`src/rtl/core/bmh64_pkg.sv`:
```
`default_nettype none
// ----------------------------------------------------------------------------
// bmh64_pkg
// Shared constants, operation codes and types of the streaming block hash.
// ----------------------------------------------------------------------------
package bmh64_pkg;

	localparam logic [63:0] HASH_START = 64'h637f6e65916dff18;
	localparam logic [63:0] MIX_A      = 64'hbf58476d1ce4e5b9;
	localparam logic [63:0] MIX_B      = 64'h94d049bb133111eb;
	localparam logic [63:0] MIX_T      = 64'hd6e8feb86659fd93;

	localparam int QDEPTH_DEFAULT = 2;

	// operation of one queued beat
	typedef logic [1:0] op_t;
	localparam op_t OP_FULL  = 2'd0;
	localparam op_t OP_TAIL  = 2'd1;
	localparam op_t OP_FLUSH = 2'd2;

	typedef struct packed {
		op_t         op;
		logic        last;
		logic [63:0] word;
	} entry_t;

	typedef struct packed {
		logic full;
		logic empty;
	} qstat_t;

	typedef struct packed {
		logic idle;
	} bstat_t;

endpackage
`default_nettype wire

```
`src/rtl/core/bmh64_in_if.sv`:
```
`default_nettype none
// ----------------------------------------------------------------------------
// bmh64_in_if
// Message word channel: one little-endian word, its byte count, last flag.
// ----------------------------------------------------------------------------
interface bmh64_in_if;
	logic        valid;
	logic        ready;
	logic [63:0] data_word;
	logic [3:0]  byte_count;
	logic        last;

	modport source (output valid, output data_word, output byte_count, output last,
		input ready);
	modport sink (input valid, input data_word, input byte_count, input last,
		output ready);
endinterface
`default_nettype wire

```
`src/rtl/core/bmh64_out_if.sv`:
```
`default_nettype none
// ----------------------------------------------------------------------------
// bmh64_out_if
// Hash result channel: one 64-bit hash per completed message.
// ----------------------------------------------------------------------------
interface bmh64_out_if;
	logic        valid;
	logic        ready;
	logic [63:0] hash_value;

	modport source (output valid, output hash_value, input ready);
	modport sink (input valid, input hash_value, output ready);
endinterface
`default_nettype wire

```
`src/rtl/core/bmh64_front.sv`:
```
`default_nettype none
// ----------------------------------------------------------------------------
// bmh64_front
// Accepts message beats, classifies them and masks tail bytes for the queue.
// ----------------------------------------------------------------------------
module bmh64_front
	import bmh64_pkg::*;
(
	bmh64_in_if.sink msg,
	input  qstat_t   qstat,
	output logic     push,
	output entry_t   entry
);

	logic [63:0] keep;
	logic        needed;

	// byte lane kept when its index is below the count
	always_comb begin
		for (int i = 0; i < 8; i++) begin
			keep[8*i +: 8] = (4'(i) < msg.byte_count) ? 8'hff : 8'h00;
		end
	end

	always_comb begin
		entry.last = msg.last;
		entry.word = msg.data_word & keep;
		if (msg.byte_count >= 4'd8) begin
			entry.op = OP_FULL;
		end else if (msg.byte_count != 4'd0) begin
			entry.op = OP_TAIL;
		end else begin
			entry.op = OP_FLUSH;
		end
	end

	// empty beat without last changes nothing and is dropped here
	assign needed    = (msg.byte_count != 4'd0) || msg.last;
	assign msg.ready = !qstat.full;
	assign push      = msg.valid && !qstat.full && needed;

endmodule
`default_nettype wire

```
`src/rtl/core/bmh64_queue.sv`:
```
`default_nettype none
// ----------------------------------------------------------------------------
// bmh64_queue
// Short first-in first-out queue between the front and the mixing back end.
// ----------------------------------------------------------------------------
module bmh64_queue
	import bmh64_pkg::*;
#(
	parameter int DEPTH = QDEPTH_DEFAULT
) (
	input  logic   clk,
	input  logic   arst_n,
	input  logic   push,
	input  entry_t wr_entry,
	input  logic   pop,
	output entry_t head,
	output qstat_t qstat
);

	localparam int PW = (DEPTH > 1) ? $clog2(DEPTH) : 1;
	localparam int CW = $clog2(DEPTH + 1);

	entry_t          mem_q [DEPTH];
	logic [PW-1:0]   wptr_q;
	logic [PW-1:0]   rptr_q;
	logic [CW-1:0]   count_q;

	function automatic logic [PW-1:0] next_ptr(input logic [PW-1:0] p);
		return (p == PW'(DEPTH - 1)) ? '0 : p + PW'(1);
	endfunction

	always_ff @(posedge clk) begin
		if (push) begin
			mem_q[wptr_q] <= wr_entry;
		end
	end

	always_ff @(posedge clk or negedge arst_n) begin
		if (!arst_n) begin
			wptr_q  <= '0;
			rptr_q  <= '0;
			count_q <= '0;
		end else begin
			if (push) begin
				wptr_q <= next_ptr(wptr_q);
			end
			if (pop) begin
				rptr_q <= next_ptr(rptr_q);
			end
			if (push && !pop) begin
				count_q <= count_q + CW'(1);
			end else if (pop && !push) begin
				count_q <= count_q - CW'(1);
			end
		end
	end

	assign head        = mem_q[rptr_q];
	assign qstat.full  = (count_q == CW'(DEPTH));
	assign qstat.empty = (count_q == '0);

endmodule
`default_nettype wire

```
`src/rtl/core/bmh64_back.sv`:
```
`default_nettype none
// ----------------------------------------------------------------------------
// bmh64_back
// Mixing sequencer: adds a queued word to the running hash, runs the
// xor-shift / multiply rounds on a shared split multiplier, emits hashes.
// ----------------------------------------------------------------------------
module bmh64_back
	import bmh64_pkg::*;
(
	input  logic       clk,
	input  logic       arst_n,
	input  entry_t     head,
	input  qstat_t     qstat,
	output logic       pop,
	output bstat_t     bstat,
	bmh64_out_if.source digest
);

	localparam logic [2:0] ST_IDLE = 3'd0;
	localparam logic [2:0] ST_M1L  = 3'd1;
	localparam logic [2:0] ST_M1H  = 3'd2;
	localparam logic [2:0] ST_M2L  = 3'd3;
	localparam logic [2:0] ST_M2H  = 3'd4;
	localparam logic [2:0] ST_FIN  = 3'd5;

	logic [2:0]  state_q;
	logic [63:0] h_q;
	logic        full_q;
	logic        emit_q;
	logic [63:0] acc_q;
	logic [63:0] a_q;
	logic [63:0] lo_q;
	logic        out_valid_q;
	logic [63:0] out_hash_q;

	logic        out_free;
	logic [63:0] xs_in;
	logic [63:0] mul_b;
	logic [31:0] cross_sum;
	logic [63:0] prod;
	logic [63:0] fin_mix;
	logic        do_emit;

	assign out_free = !out_valid_q || digest.ready;

	// operand of the current round, xor-shift folded in front of the multiplier
	always_comb begin
		if (state_q == ST_M1L) begin
			xs_in = full_q ? (acc_q ^ (acc_q >> 30)) : (acc_q ^ (acc_q >> 32));
		end else begin
			xs_in = full_q ? (acc_q ^ (acc_q >> 27)) : (acc_q ^ (acc_q >> 32));
		end
		if (state_q == ST_M1L || state_q == ST_M1H) begin
			mul_b = full_q ? MIX_A : MIX_T;
		end else begin
			mul_b = full_q ? MIX_B : MIX_T;
		end
	end

	// low 64 bits of the product: low partial product, then the cross terms
	assign cross_sum = 32'(a_q[63:32] * mul_b[31:0]) + 32'(a_q[31:0] * mul_b[63:32]);
	assign prod      = lo_q + {cross_sum, 32'd0};
	assign fin_mix   = full_q ? (acc_q ^ (acc_q >> 31)) : (acc_q ^ (acc_q >> 32));

	always_comb begin
		pop     = 1'b0;
		do_emit = 1'b0;
		unique case (state_q)
			ST_IDLE: begin
				if (!qstat.empty) begin
					if (head.op == OP_FLUSH) begin
						pop     = out_free;
						do_emit = out_free;
					end else begin
						pop = 1'b1;
					end
				end
			end
			ST_FIN: begin
				do_emit = emit_q && out_free;
			end
			ST_M1L, ST_M1H, ST_M2L, ST_M2H: begin
			end
			default: begin
			end
		endcase
	end

	always_ff @(posedge clk or negedge arst_n) begin
		if (!arst_n) begin
			state_q     <= ST_IDLE;
			h_q         <= HASH_START;
			full_q      <= 1'b0;
			emit_q      <= 1'b0;
			out_valid_q <= 1'b0;
		end else begin
			if (digest.ready) begin
				out_valid_q <= 1'b0;
			end
			if (do_emit) begin
				out_valid_q <= 1'b1;
				h_q         <= HASH_START;
			end
			unique case (state_q)
				ST_IDLE: begin
					if (pop && head.op != OP_FLUSH) begin
						full_q  <= (head.op == OP_FULL);
						emit_q  <= (head.op == OP_TAIL) || head.last;
						state_q <= ST_M1L;
					end
				end
				ST_M1L: state_q <= ST_M1H;
				ST_M1H: state_q <= ST_M2L;
				ST_M2L: state_q <= ST_M2H;
				ST_M2H: state_q <= ST_FIN;
				ST_FIN: begin
					if (!emit_q) begin
						h_q     <= fin_mix;
						state_q <= ST_IDLE;
					end else if (out_free) begin
						state_q <= ST_IDLE;
					end
				end
				default: state_q <= ST_IDLE;
			endcase
		end
	end

	always_ff @(posedge clk) begin
		if (state_q == ST_IDLE && pop) begin
			acc_q <= h_q + head.word;
		end
		if (state_q == ST_M1L || state_q == ST_M2L) begin
			a_q  <= xs_in;
			lo_q <= 64'(xs_in[31:0]) * 64'(mul_b[31:0]);
		end
		if (state_q == ST_M1H || state_q == ST_M2H) begin
			acc_q <= prod;
		end
		if (do_emit) begin
			out_hash_q <= (state_q == ST_FIN) ? fin_mix : h_q;
		end
	end

	assign digest.valid      = out_valid_q;
	assign digest.hash_value = out_hash_q;
	assign bstat.idle        = (state_q == ST_IDLE);

endmodule
`default_nettype wire

```
`src/rtl/core/block_mix_hash64.sv`:
```
`default_nettype none
// ----------------------------------------------------------------------------
// block_mix_hash64
// Streaming 64-bit hash over a byte message, one little-endian word a beat.
// ----------------------------------------------------------------------------
// A word of 8 valid bytes (counts above 8 act as 8) is added to the running
// hash and mixed with two multiply rounds; a word of 1 to 7 bytes is the tail,
// gets its unused bytes zeroed, is mixed with the tail rounds and always ends
// the message. A beat with count 0 and last set emits the current hash; one
// with count 0 and last clear is accepted and dropped. After each emitted hash
// the running hash restarts. A data word passes the mixing sequencer in order:
// the add, each 64-bit multiply as a low and a high step on the shared split
// multiplier, then the closing xor-shift; an emit-only beat needs no mixing.
// The front accepts up to QDEPTH beats ahead of the sequencer, and the result
// register lets the next message proceed while a hash waits to be taken.
// ----------------------------------------------------------------------------
module block_mix_hash64
	import bmh64_pkg::*;
#(
	parameter int QDEPTH = QDEPTH_DEFAULT
) (
	input  logic        clk,
	input  logic        arst_n,
	bmh64_in_if.sink    msg,
	bmh64_out_if.source digest
);

	qstat_t qstat;
	bstat_t bstat;
	entry_t wr_entry;
	entry_t head;
	logic   push;
	logic   pop;

	bmh64_front u_front (
		.msg   (msg),
		.qstat (qstat),
		.push  (push),
		.entry (wr_entry)
	);

	bmh64_queue #(
		.DEPTH (QDEPTH)
	) u_queue (
		.clk      (clk),
		.arst_n   (arst_n),
		.push     (push),
		.wr_entry (wr_entry),
		.pop      (pop),
		.head     (head),
		.qstat    (qstat)
	);

	bmh64_back u_back (
		.clk    (clk),
		.arst_n (arst_n),
		.head   (head),
		.qstat  (qstat),
		.pop    (pop),
		.bstat  (bstat),
		.digest (digest)
	);

	a_no_push_full: assert property (@(posedge clk) disable iff (!arst_n)
		push |-> !qstat.full)
		else $error("push into full queue");

	a_no_pop_empty: assert property (@(posedge clk) disable iff (!arst_n)
		pop |-> !qstat.empty)
		else $error("pop from empty queue");

	a_pop_only_idle: assert property (@(posedge clk) disable iff (!arst_n)
		pop |-> bstat.idle)
		else $error("pop while sequencer busy");

	a_word_starts_mix: assert property (@(posedge clk) disable iff (!arst_n)
		(pop && head.op != OP_FLUSH) |=> !bstat.idle)
		else $error("data word popped without starting the mix");

endmodule
`default_nettype wire

```
`src/flat_wrapper.sv`:
```
// flat-port wrapper written by rule: the top's interface ports become plain ports
module block_mix_hash64_flat import bmh64_pkg::*;
#(
	parameter int QDEPTH = QDEPTH_DEFAULT
)
  (clk, arst_n, msg_valid, msg_data_word, msg_byte_count, msg_last, msg_ready, digest_valid, digest_hash_value, digest_ready);
  bmh64_in_if msg_i ();
  bmh64_out_if digest_i ();
  input  logic clk;
  input  logic arst_n;
  input wire logic [$bits(msg_i.valid)-1:0] msg_valid;
  input wire logic [$bits(msg_i.data_word)-1:0] msg_data_word;
  input wire logic [$bits(msg_i.byte_count)-1:0] msg_byte_count;
  input wire logic [$bits(msg_i.last)-1:0] msg_last;
  output wire logic [$bits(msg_i.ready)-1:0] msg_ready;
  output wire logic [$bits(digest_i.valid)-1:0] digest_valid;
  output wire logic [$bits(digest_i.hash_value)-1:0] digest_hash_value;
  input wire logic [$bits(digest_i.ready)-1:0] digest_ready;
  assign msg_i.valid = msg_valid;
  assign msg_i.data_word = msg_data_word;
  assign msg_i.byte_count = msg_byte_count;
  assign msg_i.last = msg_last;
  assign msg_ready = msg_i.ready;
  assign digest_valid = digest_i.valid;
  assign digest_hash_value = digest_i.hash_value;
  assign digest_i.ready = digest_ready;
  block_mix_hash64 #(.QDEPTH(QDEPTH)) u_core (.clk(clk), .arst_n(arst_n), .msg(msg_i), .digest(digest_i));
endmodule
```
`config.mk`:
```
export PLATFORM = sky130hd
export DESIGN_NAME = block_mix_hash64_flat
export DESIGN_NICKNAME = d
export VERILOG_FILES = /design/src/rtl/core/bmh64_pkg.sv /design/src/rtl/core/bmh64_in_if.sv /design/src/rtl/core/bmh64_out_if.sv /design/src/rtl/core/bmh64_front.sv /design/src/rtl/core/bmh64_queue.sv /design/src/rtl/core/bmh64_back.sv /design/src/rtl/core/block_mix_hash64.sv /design/src/flat_wrapper.sv
export SDC_FILE = /design/constraint.sdc
export NUM_CORES = 2
export LEC_CHECK = 0
export BUFFER_PORTS_ARGS = -buffer_cell sky130_fd_sc_hd__buf_2
export CAP_MARGIN = 10
export CORE_MARGIN = 10
export CORE_UTILIZATION = 55
export CTS_CLUSTER_SIZE = 12
export DETAILED_ROUTE_END_ITERATION = 8
export PLACE_DENSITY = 0.79
export SYNTH_ARGS = -nofsm -noshare
export SYNTH_HDL_FRONTEND = slang
export SYNTH_SLANG_ARGS = --single-unit
```
`constraint.sdc`:
```
create_clock -name clk -period 37 [get_ports clk]
set_input_delay 3.7 -clock clk [delete_from_list [all_inputs] [get_ports clk]]
set_output_delay 3.7 -clock clk [all_outputs]
set_load 0.03 [all_outputs]
```
Yosys cells after proc, flatten, opt, wreduce, memory -nomap -nowiden
Memories as Yosys holds them, arrays and structs flattened. Cells that the tools add are included.

Add/subtract/negate cells: 7. Multiply operators: 3. $lt $le $gt $ge: 9. Equal/unequal tests: 11. Muxes and demuxes: 41. Bitwise gates (word level): 5. Reduce and logical (&&, ||, !) cells: 26.

Operators by type and width (number): two-way mux 64 bit (11); adder 64 bit (2); two-way mux 63 bit (2); AND 64 bit (1); multiplier 32 x 32 -> 32 bit (2); multiplier 32 x 32 -> 64 bit (1); two-way mux 8 bit (8); bitwise XOR 64 x 32 -> 64 bit (1); bitwise XOR 64 x 33 -> 64 bit (1); bitwise XOR 64 x 34 -> 64 bit (1); bitwise XOR 64 x 37 -> 64 bit (1); adder 32 bit (1); one-hot mux 3 bit (6 select lines) (1); < comparator 3 x 4 -> 1 bit, first input constant (4); two-way mux 1 bit (11); two-way mux 3 bit (3); < comparator 1 x 4 -> 1 bit, first input constant (2); < comparator 2 x 4 -> 1 bit, first input constant (2); two-way mux 2 bit (4); logical AND 1 bit (7); == test 3 x 2 -> 1 bit, second input constant (2); == test 3 bit, second input constant (2); logical OR 1 bit (6); nonzero test 2 bit (3); 15 further kinds (23).

Register bits after elaboration: 330. Memory bits (writable): 134. Bits of input ports: 73. Output and inout port bits: 66. Logic and storage cells: 115. Memories kept: 1.

Memories: u_core.u_queue.mem_q (words 2, width 67, read ports 1, clocked after Yosys merged registers in 0, write ports 1, RTL line bmh64_queue.sv:23) `entry_t mem_q [DEPTH];`.

Depth between registers and ports, before layout
Depth after elaboration: 8. Gate-level depth with buffers: 49.

Modules after synthesis
From an unflattened synthesis, not the netlist that was laid out.

Cells, all modules: 7628. Area, all modules: 78392.7 µm².

Modules (own cells, without submodules): bmh64_back (instances 1, cells an instance 7323, area each 72777.3 µm²); bmh64_queue (instances 1, cells an instance 225, area each 5112.4 µm²); bmh64_front (instances 1, cells an instance 80, area each 503.0 µm²).

Worst setup path after synthesis
Ideal clock, no wire load.

Kind: reg-to-reg. Start point: register u_core.u_back.state_q[2]. End point: register u_core.u_back.lo_q[62] (data pin). Arrival: 14528 ps. Data required time: 36738 ps. Path slack: 22209 ps. Cell stages (with the launch flop): 35. Buffers on the path: 2. Period minus slack after synthesis: 14791 ps. Cell sequence: dfrtp_1 > clkbuf_1 > nor2b_1 > nor2b_1 > clkbuf_1 > mux2i_1 > nand2_1 > o21ai_0 > xnor2_1 > inv_1 > nor2_1 > fa_1 > fa_1 > fa_1 > inv_1 > fa_1 > fa_1 > fa_1 > inv_1 > fa_1 > inv_1 > fa_1 > inv_1 > ha_1 > and4_1 > nand3_1 > nor3_1 > a221oi_1 > nor3b_1 > a21oi_1 > a41oi_2 > a21oi_1 > a311oi_2 > o21bai_1 > xor2_1.

Elaborated cells on any way between the ends: 6. Classes of those cells: 1 x mul; 2 x eq/ne; 2 x mux; 1 x reduce/logical.

RTL lines: from (decl) (RTL line bmh64_back.sv:26) `logic [2:0] state_q;`; from (signal assigned) (RTL line bmh64_back.sv:91) `state_q <= ST_IDLE;`; from (signal assigned) (RTL line bmh64_back.sv:109) `state_q <= ST_M1L;`; from (signal assigned) (RTL line bmh64_back.sv:112) `ST_M1L: state_q <= ST_M1H;`; == test 3 x 1 -> 1 bit (RTL line bmh64_back.sv:48) `if (state_q == ST_M1L) begin`; two-way mux 64 bit (RTL line bmh64_back.sv:48); via u_core.u_back.xs_in[18] (RTL line bmh64_back.sv:37) `logic [63:0] xs_in;`; multiplier 32 x 32 -> 64 bit (RTL line bmh64_back.sv:135) `lo_q <= 64'(xs_in[31:0]) * 64'(mul_b[31:0]);`; to (signal assigned) (RTL line bmh64_back.sv:135); to (decl) (RTL line bmh64_back.sv:32) `logic [63:0] lo_q;`.

The timed path passes the listed nets, and every way through them passes these cells. A chain may end at the register's enable or synchronous reset.

Final worst setup path
Start point: register u_core.u_back.state_q[1]. End point: register u_core.u_back.acc_q[62] (data pin).

Cells in the longest elaborated chain, start to end: 7. Elaborated cells on any way between the ends: 11. Classes of those cells: 2 x add/sub; 2 x mul; 3 x eq/ne; 2 x mux; 2 x reduce/logical.

Ends and longest elaborated chain: == test 3 x 1 -> 1 bit or == test 3 x 2 -> 1 bit (tied branches) (RTL line bmh64_back.sv:53, bmh64_back.sv:137); logical OR 1 bit (RTL line bmh64_back.sv:53) `if (state_q == ST_M1L || state_q == ST_M1H) begin`; two-way mux 64 bit (RTL line bmh64_back.sv:53); multiplier 32 x 32 -> 32 bit (RTL line bmh64_back.sv:61) `assign cross_sum = 32'(a_q[63:32] * mul_b[31:0]) + 32'(a_q[31:0] * mul_b[63:32]);`; adder 32 bit (RTL line bmh64_back.sv:61); adder 64 bit (RTL line bmh64_back.sv:62) `assign prod = lo_q + {cross_sum, 32'd0};`; two-way mux 64 bit * (RTL line bmh64_back.sv:137) `if (state_q == ST_M1H || state_q == ST_M2H) begin`; to (signal assigned) (RTL line bmh64_back.sv:131) `acc_q <= h_q + head.word;`; to (signal assigned) (RTL line bmh64_back.sv:138) `acc_q <= prod;`; to (decl) (RTL line bmh64_back.sv:30) `logic [63:0] acc_q;`.

Mark *: on every way between the ends. The rest lies on a longest branch, timed or not.

==> impl_metrics.ini <==
[drt]
first_pass_iters = 7
vias = 54600
drtIter0Drc = 5191
drt-wirelength-per-cell_um = 25.9
finalWirelength_mm = 249
via_per_inst = 5.67
route.detailed.drc = 0
ant_nets = 0

[min_path]
hold_start = u_core.u_queue.count_q[1]
whs_path_depth = 1
holdPathEnd = u_core.u_queue.count_q[1]
hold_path.class = flop to flop

[die]
rows = 138
core_um2 = 142000
die_h_um = 398
pin_count = 139
fp.dieW_um = 398
start_util_pct = 55.4
die_area_um2 = 158000

[clocking]
cts_buffers = 51
cts.sinks = 463
cts_hold_buf = 0
postCtsSetupRepairBufs = 0
cts.clk_slew.worst_paths_ps = 60
worst_skew_pair.late_latency_ps = 650
clock_path_buffers = 3
cts_tree = built
root_buffer = clkbuf_16
cts_resized = 0
cts_max_level = 2

[critical_path]
critPathLaunchType = flop
cp_data_required_time_ps = 37380
worstPathArrival_ps = 13130
crit_slowest_cell = nand2_2
reg2reg_depth = 41
slowest_delay_ps = 650
r2r-start = u_core.u_back.state_q[1]
end_kind = flop
reg2reg_slack_ps = 24250
crit_top_cell = fa_1
cp_max_fo = 42
rr_endpoint = u_core.u_back.acc_q[62]
path_class = flop to flop

[grt]
grt_pass1_vias = 58800
grt_pass1_wl_mm = 373
gr-total-overflow = 0
grt_start_max_net_pins = 160
antenna_found_initial = 6
globalRouteTotalUtil_pct = 31.8

[placement]
portBuffers = 138
dp_hpwl_mm = 214
place_ws_ps = 24430
place_congestion = 1.05
dpl.cell_count = 9537

[cells_and_area]
area_growth_pct = 5.80
drive_gt1_share_pct = 5.76
fill_cells = 12100
instances_no_fill = 9634
utilization_pct = 58.6
nNetsFinal = 10100

[sta]
setup_ws_ps = 24250
fin_skew_ps = 43.7
worstMarginPinSlew_ps = 1210
drv_slew = 0
slew-limit-headroom_pct = 19.3
final-setup-viol-count = 0
period_share_pct = 34.5
max_freq_mhz = 78.4
fin_setup_tns_ps = 0
rsz0062_at_grt = false
layout_min_cycle_time_ps = 12750
finalHoldViolCount = 0

[status]
status = finished clean

[logic_synthesis]
yosys_warnings = 0
async_flop_share_pct = 16.0
synth-compound-area-share_pct = 6.42
netlist_area_um2 = 78500
synthSimpleGateAreaFrac_pct = 7.35
synth_mux_area_share_pct = 1.89
synthCells = 7640
synth_adder_area_share_pct = 52.0
synth_edf_count = 389
synth_cell_types = 90
synth_xor_area_share_pct = 4.68
syn_avg_cell_area_um2 = 10.3
ys_seq_elements = 463
ys_seq_area_share_pct = 17.3
synth_top_family_by_area = adder cells
synth_ff_type = edfxtp_1

[flow_run]
drv_cap = 0
[how the worst max path moves through the flow]
stage | startpoint | endpoint
after floorplan | u_core.u_back.state_q[2] | u_core.u_back.lo_q[62]
after global placement | u_core.u_back.state_q[1] | u_core.u_back.acc_q[62]
after detailed placement | u_core.u_back.state_q[1] | u_core.u_back.acc_q[62]
after CTS | u_core.u_back.state_q[1] | u_core.u_back.acc_q[62]
after global routing | u_core.u_back.state_q[1] | u_core.u_back.acc_q[62]
final | u_core.u_back.state_q[1] | u_core.u_back.acc_q[62]
[cell families after synthesis]
kind of cell,Yosys count
buffers and inverters,2163
multiplexers,140
adder cells (fa/ha/maj),2349
flip-flops,463
XOR/XNOR,417
other,1
AO/OA/AOI/OAI,803
AND/OR/NAND/NOR,1304
[per-stage QoR]
| step | hold slack [ps] | area (µm²) |
|---|---|---|
| 6_report | 538 | 83100 |
| 5_1_grt | 552 | 83100 |
| 4_1_cts | 534 | 83100 |
| 3_5_place_dp | 521 | 81500 |
| 3_3_place_gp | 483 | 81500 |
| 2_1_floorplan | 424 | 78500 |
[layer usage]
layer / up-vias / share of wire (%) / track usage (%)
li1: 23600 / - / -
met1: 27700 / 38 / 41.0
met2: 2622 / 46 / 50.4
met3: 605 / 9.2 / 6.53
met4: 6 / 6.8 / 17.1
met5: - / 0.016 / 0
[layout by cell type (no fill, tap or decap), types with 7 or more instances in the layout]
| cell | synthesis | layout |
|---|---|---|
| nand2_1 | 568 | 566 |
| nor2b_1 | 77 | 75 |
| inv_1 | 1955 | 1955 |
| and2_1 | 53 | 51 |
| xor2_1 | 134 | 134 |
| buf_4 | 1 | 72 |
| a31oi_1 | 28 | 28 |
| o21bai_1 | 30 | 30 |
| nand3_1 | 46 | 46 |
| buf_2 | 13 | 137 |
| o31ai_1 | 10 | 10 |
| mux2i_1 | 73 | 73 |
| o21a_1 | 22 | 22 |
| o21ai_1 | 11 | 11 |
| a21oi_1 | 227 | 227 |
| clkbuf_1 | 177 | 24 |
| edfxtp_1 | 389 | 389 |
| a21boi_0 | 7 | 7 |
| nor2_1 | 372 | 368 |
| dfrtp_1 | 36 | 34 |
| mux2_2 | 67 | 67 |
| o22ai_1 | 19 | 19 |
| fa_1 | 1522 | 1522 |
| nor4_1 | 8 | 7 |
| xnor2_1 | 281 | 281 |
| a211oi_1 | 11 | 11 |
| nand4_1 | 20 | 20 |
| and4_1 | 8 | 8 |
| ha_1 | 827 | 827 |
| o21ai_0 | 225 | 225 |
| dfstp_2 | 38 | 38 |
| a221oi_1 | 7 | 7 |
| and3_1 | 33 | 33 |
| nor3_1 | 29 | 29 |
| nand2b_1 | 56 | 54 |
| o211ai_1 | 10 | 10 |
| clkbuf_16 | 0 | 51 |
| a21o_1 | 127 | 127 |
[cell type report]
cell class	instances	area, µm²	area share [%]
clock inverters	16	191	0.230
diodes	1	2.50	0.00301
repair buffers	212	1290	1.55
inverters	1957	7360	8.86
clock buffers	80	1440	1.73
flip-flops and latches	463	13600	16.4
multi-input cells	5015	56900	68.4
well taps	1890	2360	2.85
[cell usage after synthesis (5+ instances only)]
cell type	instances	area share, %
o31ai_1	10	0.096
o21ai_1	11	0.070
o21a_1	22	0.21
a221o_1	5	0.064
o21bai_1	30	0.29
or3_1	5	0.040
nand2b_1	56	0.45
and3_1	33	0.26
o22ai_1	19	0.15
buf_1	14	0.067
nand3_1	46	0.29
nand2_1	568	2.7
mux2i_1	73	0.93
nor2b_1	77	0.61
o21ai_0	225	1.4
clkbuf_1	177	0.85
a21boi_0	7	0.067
a21oi_1	227	1.4
a21o_1	127	1.2
dfrtp_1	36	1.1
a211o_1	5	0.056
or4_1	6	0.057
edfxtp_1	389	15
nor4_1	8	0.064
and4_1	8	0.089
nor3_1	29	0.18
and2_1	53	0.42
a31oi_1	28	0.22
a211oi_1	11	0.11
mux2_2	67	0.96
dfstp_2	38	1.3
o211ai_1	10	0.096
nor2_1	372	1.8
inv_1	1955	9.3
xnor2_1	281	3.1
ha_1	827	13
fa_1	1522	39
nand4_1	20	0.16
xor2_1	134	1.5
a221oi_1	7	0.078
buf_2	13	0.083
[worst max-delay path: cells and delay by family (launching register included)]
kind / cells / cell delay, ps
AO/OA/AOI/OAI: 15 / 3070
adder cells (fa/ha/maj): 12 / 5360
AND/OR/NAND/NOR: 6 / 2000
buffers and inverters: 6 / 1030
XOR/XNOR: 2 / 270
flip-flops: 1 / 620
[state kept, by name, summed over array words and instances, names as in the netlist, 2 cells and up]
signal / flops
u_core.u_back.h_q: 64
u_core.u_back.lo_q: 63
u_core.u_queue.mem_q: 134
u_core.u_back.a_q: 64
u_core.u_queue.count_q: 2
u_core.u_back.acc_q: 64
u_core.u_back.digest.hash_value: 64
u_core.u_back.state_q: 3
Power is not shown: default switching activity piles up to over one toggle a cycle in this logic, so the estimate is an artifact.
